## config.mk

```make
export PLATFORM = sky130hd
export DESIGN_NAME = hq_ctrl
export DESIGN_NICKNAME = d
export VERILOG_FILES = /design/src/hdl/hq_pkg.sv /design/src/hdl/hq_ctrl.sv
export SDC_FILE = /design/constraint.sdc
export NUM_CORES = 1
export LEC_CHECK = 0
export ABC_AREA = 1
export BUFFER_PORTS_ARGS = -buffer_cell sky130_fd_sc_hd__buf_4
export CAP_MARGIN = 20
export CORE_AREA = 2 2 39 41
export DETAILED_ROUTE_END_ITERATION = 7
export DIE_AREA = 0 0 41 43
export PLACE_DENSITY = 0.59
export SYNTH_ARGS = -nofsm -noshare
export SYNTH_HDL_FRONTEND = slang
export SYNTH_SLANG_ARGS = --single-unit
export TNS_END_PERCENT = 50
```

## constraint.sdc

```tcl
create_clock -name clk -period 1.85 [get_ports clk]
set_input_delay 0.185 -clock clk [delete_from_list [all_inputs] [get_ports clk]]
set_output_delay 0.185 -clock clk [all_outputs]
set_load 0.1 [all_outputs]
```

## src/hdl/hq_pkg.sv

```systemverilog
// Shared types and constants for the indexed max-heap priority queue.
`timescale 1ns / 1ps
`default_nettype none

package hq_pkg;

    localparam int KIND_W  = 3;
    localparam int ID_W    = 8;
    localparam int PRIO_W  = 32;
    localparam int COUNT_W = 9;
    localparam int NUM_IDS = 256;

    localparam logic [KIND_W-1:0] KIND_INSERT = 3'd0;
    localparam logic [KIND_W-1:0] KIND_RAISE  = 3'd1;
    localparam logic [KIND_W-1:0] KIND_LOWER  = 3'd2;
    localparam logic [KIND_W-1:0] KIND_REMOVE = 3'd3;
    localparam logic [KIND_W-1:0] KIND_QUERY  = 3'd4;

    typedef enum logic [3:0] {
        ST_IDLE,
        ST_READ,
        ST_DECIDE,
        ST_REM_TOP,
        ST_REM_LAST,
        ST_UP_CHK,
        ST_UP_PID,
        ST_UP_CMP,
        ST_DN_CHK,
        ST_DN_L,
        ST_DN_R,
        ST_DN_CMP,
        ST_FIN,
        ST_DONE
    } state_t;

    typedef enum logic [3:0] {
        CMD_NOP,
        CMD_LATCH,
        CMD_READ,
        CMD_DECIDE,
        CMD_REM_TOP,
        CMD_REM_LAST,
        CMD_UP_CHK,
        CMD_UP_PID,
        CMD_UP_CMP,
        CMD_DN_CHK,
        CMD_DN_L,
        CMD_DN_R,
        CMD_DN_CMP,
        CMD_FIN,
        CMD_LOAD_OUT
    } cmd_t;

    typedef enum logic [1:0] {
        PATH_DONE,
        PATH_UP,
        PATH_DOWN,
        PATH_REMOVE
    } path_t;

    typedef struct packed {
        path_t path;
        logic  at_root;
        logic  leaf;
        logic  move;
        logic  empty;
        logic  out_free;
    } hq_status_t;

endpackage

`default_nettype wire

```

## src/hdl/hq_ctrl.sv

```systemverilog
// Sequencer that steps the heap datapath through one operation at a time.
`timescale 1ns / 1ps
`default_nettype none

module hq_ctrl (
    input  wire logic               clk,
    input  wire logic               rst_n,
    input  wire logic               in_valid,
    output logic                    in_ready,
    input  wire hq_pkg::hq_status_t status,
    output hq_pkg::cmd_t            cmd
);
    import hq_pkg::*;

    state_t state_reg;
    state_t state_next;

    always_ff @(posedge clk or negedge rst_n)
    begin
        if (!rst_n)
        begin
            state_reg <= ST_IDLE;
        end
        else
        begin
            state_reg <= state_next;
        end
    end

    always_comb
    begin
        state_next = state_reg;
        unique case (state_reg)
            ST_IDLE:     if (in_valid) state_next = ST_READ;
            ST_READ:     state_next = ST_DECIDE;
            ST_DECIDE:
            begin
                unique case (status.path)
                    PATH_UP:     state_next = ST_UP_CHK;
                    PATH_DOWN:   state_next = ST_DN_CHK;
                    PATH_REMOVE: state_next = ST_REM_TOP;
                    default:     state_next = ST_DONE;
                endcase
            end
            ST_REM_TOP:  state_next = status.empty ? ST_DONE : ST_REM_LAST;
            ST_REM_LAST: state_next = ST_DN_CHK;
            ST_UP_CHK:   state_next = status.at_root ? ST_FIN : ST_UP_PID;
            ST_UP_PID:   state_next = ST_UP_CMP;
            ST_UP_CMP:   state_next = status.move ? ST_UP_CHK : ST_FIN;
            ST_DN_CHK:   state_next = status.leaf ? ST_FIN : ST_DN_L;
            ST_DN_L:     state_next = ST_DN_R;
            ST_DN_R:     state_next = ST_DN_CMP;
            ST_DN_CMP:   state_next = status.move ? ST_DN_CHK : ST_FIN;
            ST_FIN:      state_next = ST_DONE;
            ST_DONE:     if (status.out_free) state_next = ST_IDLE;
            default:     state_next = ST_IDLE;
        endcase
    end

    always_comb
    begin
        cmd      = CMD_NOP;
        in_ready = 1'b0;
        unique case (state_reg)
            ST_IDLE:
            begin
                in_ready = 1'b1;
                if (in_valid) cmd = CMD_LATCH;
            end
            ST_READ:     cmd = CMD_READ;
            ST_DECIDE:   cmd = CMD_DECIDE;
            ST_REM_TOP:  cmd = CMD_REM_TOP;
            ST_REM_LAST: cmd = CMD_REM_LAST;
            ST_UP_CHK:   cmd = CMD_UP_CHK;
            ST_UP_PID:   cmd = CMD_UP_PID;
            ST_UP_CMP:   cmd = CMD_UP_CMP;
            ST_DN_CHK:   cmd = CMD_DN_CHK;
            ST_DN_L:     cmd = CMD_DN_L;
            ST_DN_R:     cmd = CMD_DN_R;
            ST_DN_CMP:   cmd = CMD_DN_CMP;
            ST_FIN:      cmd = CMD_FIN;
            ST_DONE:     if (status.out_free) cmd = CMD_LOAD_OUT;
            default:     cmd = CMD_NOP;
        endcase
    end

endmodule

`default_nettype wire

```

### After elaboration in Yosys (flattened, before gate mapping)

Index checks and enable logic that the tools add are counted.

| storage, ports and cells | value |
|---|---|
| logic and storage cells | 34 |
| flip-flop bits (word level) | 4 |
| bits in read-only memories | 0 |
| output and inout bits | 5 |
| latch bits | 0 |
| memories | 0 |
| input bits | 10 |
| RAM bits | 0 |

| operators by class | value |
|---|---|
| order comparisons | 0 |
| bitwise logic cells | 0 |
| reductions and logical operators | 2 |
| muxes and demuxes | 13 |
| divide/modulo/power cells | 0 |
| shift-type cells | 0 |
| equal/unequal tests | 18 |
| add/subtract/negate cells | 0 |
| $mul | 0 |

Operator list:

| cell | number |
|---|---|
| $pmux W4 S14 | 2 |
| $eq A4 B4 Y1 const B | 6 |
| $mux W4 | 6 |
| $eq A4 B3 Y1 const B | 4 |
| $pmux W4 S3 | 1 |
| $eq A4 B2 Y1 const B | 2 |
| $mux W3 | 2 |
| $eq A2 B2 Y1 const B | 2 |
| $eq A4 B1 Y1 const B | 1 |
| $logic_not A4 Y1 | 1 |
| $ne A2 B2 Y1 const B | 2 |
| $eq A2 B1 Y1 const B | 1 |
| $mux W1 | 2 |
| $reduce_and A2 Y1 | 1 |

### Depth between registers and ports, before layout

| logic depth | value |
|---|---|
| depth in word-level cells | 3 |
| depth in mapped cells | 8 |

### Least setup slack after synthesis

Ideal clock, no wire load.

| timing | value |
|---|---|
| path type | flip-flop to output port |
| start | register state_reg[0] |
| end | output port cmd[0] |
| arrival time | 2.326 ns |
| required time | 1.665 ns |
| path buffers | 0 |
| setup slack | -0.661 ns |
| cell stages (with the launch flop) | 6 |
| cells stage by stage | dfrtp_1 nor2_2 nand2_1 inv_1 nand2_1 o2111ai_1 |

| between the ends | value |
|---|---|
| cells in the longest elaborated chain, start to end | 2 |

RTL lines:

| item | line | RTL |
|---|---|---|
| from (decl) | hq_ctrl.sv:15 | `state_t state_reg;` |
| from (signal assigned) | hq_ctrl.sv:26 | `state_reg <= state_next;` |
| $eq A4 B4 Y1, or another cell as far along | hq_ctrl.sv:64 | `unique case (state_reg)` |
| $pmux W4 S14 (*) | hq_ctrl.sv:64 |  |
| to (decl) | hq_ctrl.sv:11 | `output hq_pkg::cmd_t cmd` |

Every way passes the cells marked *; elsewhere a longest branch is shown, timed or not.

### Worst setup path in the final report

| timing | value |
|---|---|
| start | register state_reg[2] |
| end | output port cmd[1] |

The elaborated chain is that of the path after synthesis.

==> results by group <==
Clocking
  • Clk root buf: clkbuf_4
  • Total CTS buffers: 3
  • TritonCTS clock tree: yes
  • H-tree depth: 1
  • Clock Pin Slew Worst Setup and Hold Paths: 0.04 ns
  • Max Root-Sink Buffers: 2
  • Clock sink total: 4
  • Post-CTS Setup Inserts: 0
  • Worst skew pair latency: 0.23 ns

STA
  • Tmin final: 1.741 ns
  • Final worst slack: 0.1091 ns
  • Final hold slack: 0.2561 ns
  • Rel. slew slack: 0.8142
  • Setup Skew: 0.001070 ns
  • Final hold vios: 0
  • Final setup violation count: 0
  • Final Cycle Share: 0.9410
  • RSZ-0062 raised after global routing: true
  • Worst Tran Pin Value: 0.2810 ns
  • Max Clock Freq: 574.4 MHz
  • Slew Limit Fails: 0

Cells and area
  • Share of cells above drive strength 1: 0.2353
  • Layout area overhead: 43.71%
  • Post-route insts no fill: 118
  • Fillers: 155
  • Diodes inserted: 0
  • NumNets Final: 114
  • Number of flip-flops in the largest register: 4

Critical path
  • Crit-path max cell delay: 0.44 ns
  • WP data required: 1.66 ns
  • Worst R2R Setup Slack: 0.54 ns
  • Data arrival time of the worst path: 1.56 ns
  • CP Launch Type: register
  • Crit Path Class: reg2out
  • Slowest library cell on the worst path: dfrtp_2
  • Worst path bufs/invs: 2
  • CP max FO: 6
  • CP Capture Type: output pin
  • Cells along the critical path: nor2_2, inv_1, nor2_1, nor3_1, nand2_1, buf_6
  • CP top delay family: simple AND/OR/NAND/NOR gates

Synthesis
  • Multiplexer area fraction after synthesis: 0
  • Yosys reg bits: 4
  • Yosys top cell by area: nand2_1
  • Synth top area share: 0.2314
  • Mapped Cells: 83
  • Adder-cell share of the synthesized area: 0
  • Cell Area, Synth: 437.9 µm²
  • Synth top area cells: nand2_1 23%, dfrtp_1 23%, inv_1 13%, nand3_1 11%, nor2_1 10%
  • Library cells used by synthesis: 13
  • Register area share after synthesis: 0.2286
  • Main combinational cell family by area after synthesis: simple AND/OR/NAND/NOR gates
  • Synth Warn #: 0
  • Synth Net Count: 93
  • Synth Area in XOR/XNOR: 0
  • Synth Area in Simple Gates: 0.5229
  • Synthesized area per cell: 5.276 µm²
  • Post-synthesis compound-gate area fraction: 0.1200

Routing
  • Routed vias/inst: 5.000
  • DR iter-0 viols: 38
  • Drt wl/cell: 10.56 µm
  • Post-route DRC violation count: 0
  • Final ANT Viol Nets: 0
  • DR pass1 iterations: 5
  • Vias post-DR: 590
  • Post-Route WL: 1.246 mm

Global route
  • Largest net degree at the start of global routing: 8
  • Total grt overflow: 0
  • First-pass GRT wire length: 2.021 mm
  • Vias in the first global route: 502
  • Total Routing Usage GR: 0.1715
  • Antenna violations before repair: 0

Die
  • Core area: 1384 µm²
  • Starting density of the core: 0.3165
  • Die X: 41 µm
  • I/O pin total: 15
  • Cell Rows: 14
  • Die area: 1763 µm²
  • Die height: 43 µm

Status
  • Status: completed

Flow run
  • Max-Cap Viols: 0

Placement
  • DP Cell Count: 114
  • HPWL Detailed: 993 µm
  • Buffers on Ports: 14
  • Pre-CTS setup slack: 0.2982 ns
  • Routability-driven placement congestion ratio: 0.9024

Worst hold path
  • Hold WC Path Type: in2reg
-- worst register-to-register path, cell delays in order, from the launching register on --
cell and delay, ns:
dfrtp_1 0.44, inv_1 0.10, nand2_1 0.09, nand2_1 0.09, nand2_1 0.12, nand2_1 0.07
nor3_1 0.17, nand3_1 0.10
-- kinds of logic (layout without fill, tap and decap cells) --
group	after synthesis	count (layout)
simple gates	55	55
flops	4	4
compound gates	9	9
buf+inv	15	34
-- cells in the mapped netlist, drive strengths merged --
| cell type | instances |
|---|---|
| nand2 | 27 |
| inv | 15 |
| nor2 | 13 |
| nand3 | 10 |
| o21ai | 5 |
| dfrtp | 4 |
| nor3 | 4 |
| a21oi | 1 |
| nand4 | 1 |
| o2111ai | 1 |
| o211ai | 1 |
| o22ai | 1 |
-- worst paths after layout --
kind / start / cells after the start / endpoint
min in group asynchronous: rst_n / 2 / state_reg[1]
max in group asynchronous: rst_n / 2 / state_reg[2]
worst min register to register: state_reg[2] / 3 / state_reg[1]
worst max-delay path: state_reg[2] / 6 / cmd[1]
worst min-delay path: status[6] / 3 / state_reg[1]
worst max register to register: state_reg[3] / 7 / state_reg[3]
-- per-layer routing --
layer | wire length, µm | GRT usage | vias up
li1 | - | - | 303
met1 | 556 | 0.2255 | 265
met2 | 603 | 0.2469 | 20
met3 | 73 | 0.05236 | 2
met4 | 12 | 0.08000 | 0
met5 | 0 | 0 | -
-- layout by cell type, fill, tap and decap left out --
cell type,n
o21ai_0,5
buf_4,12
dlygate4sd3_1,1
nor2_2,3
nand2_2,1
nand3_1,10
nand2_1,26
clkbuf_4,3
o211ai_1,1
dfrtp_2,1
nor3_1,4
buf_6,3
inv_1,15
nor2_1,10
a21oi_1,1
o2111ai_2,1
o22ai_1,1
nand4_1,1
dfrtp_1,3
-- metrics by stage --
step | area [µm²] | util | TNS, ns
detailed placement | 579.3 | 0.4186 | 0
global placement | 579.3 | 0.4186 | 0
global route | 629.4 | 0.4548 | -0.02505
floorplan | 446.7 | - | -0.7618
CTS | 611.8 | 0.4421 | 0
finish | 629.4 | 0.4548 | 0
-- area by class of cell --
class | count | area (µm²) | share of cell area
repair buffers | 16 | 133.9 | 0.2127
clock buffers | 3 | 22.52 | 0.03579
multi-input cells | 64 | 295.3 | 0.4692
inverters | 15 | 56.30 | 0.08946
flip-flops and latches | 4 | 101.3 | 0.1610
well taps | 16 | 20.02 | 0.03181
-- repair_timing --
item | in CTS | in global routing
setup endpoints to repair | 0 | 3
gates resized for setup | 0 | 6
endpoints found under the hold margin | 4 | 0
hold buffers | 1 | 0
Power is left out: the tool's default activity adds up to more than one toggle a clock period on the data nets, which glitch-free logic cannot reach.
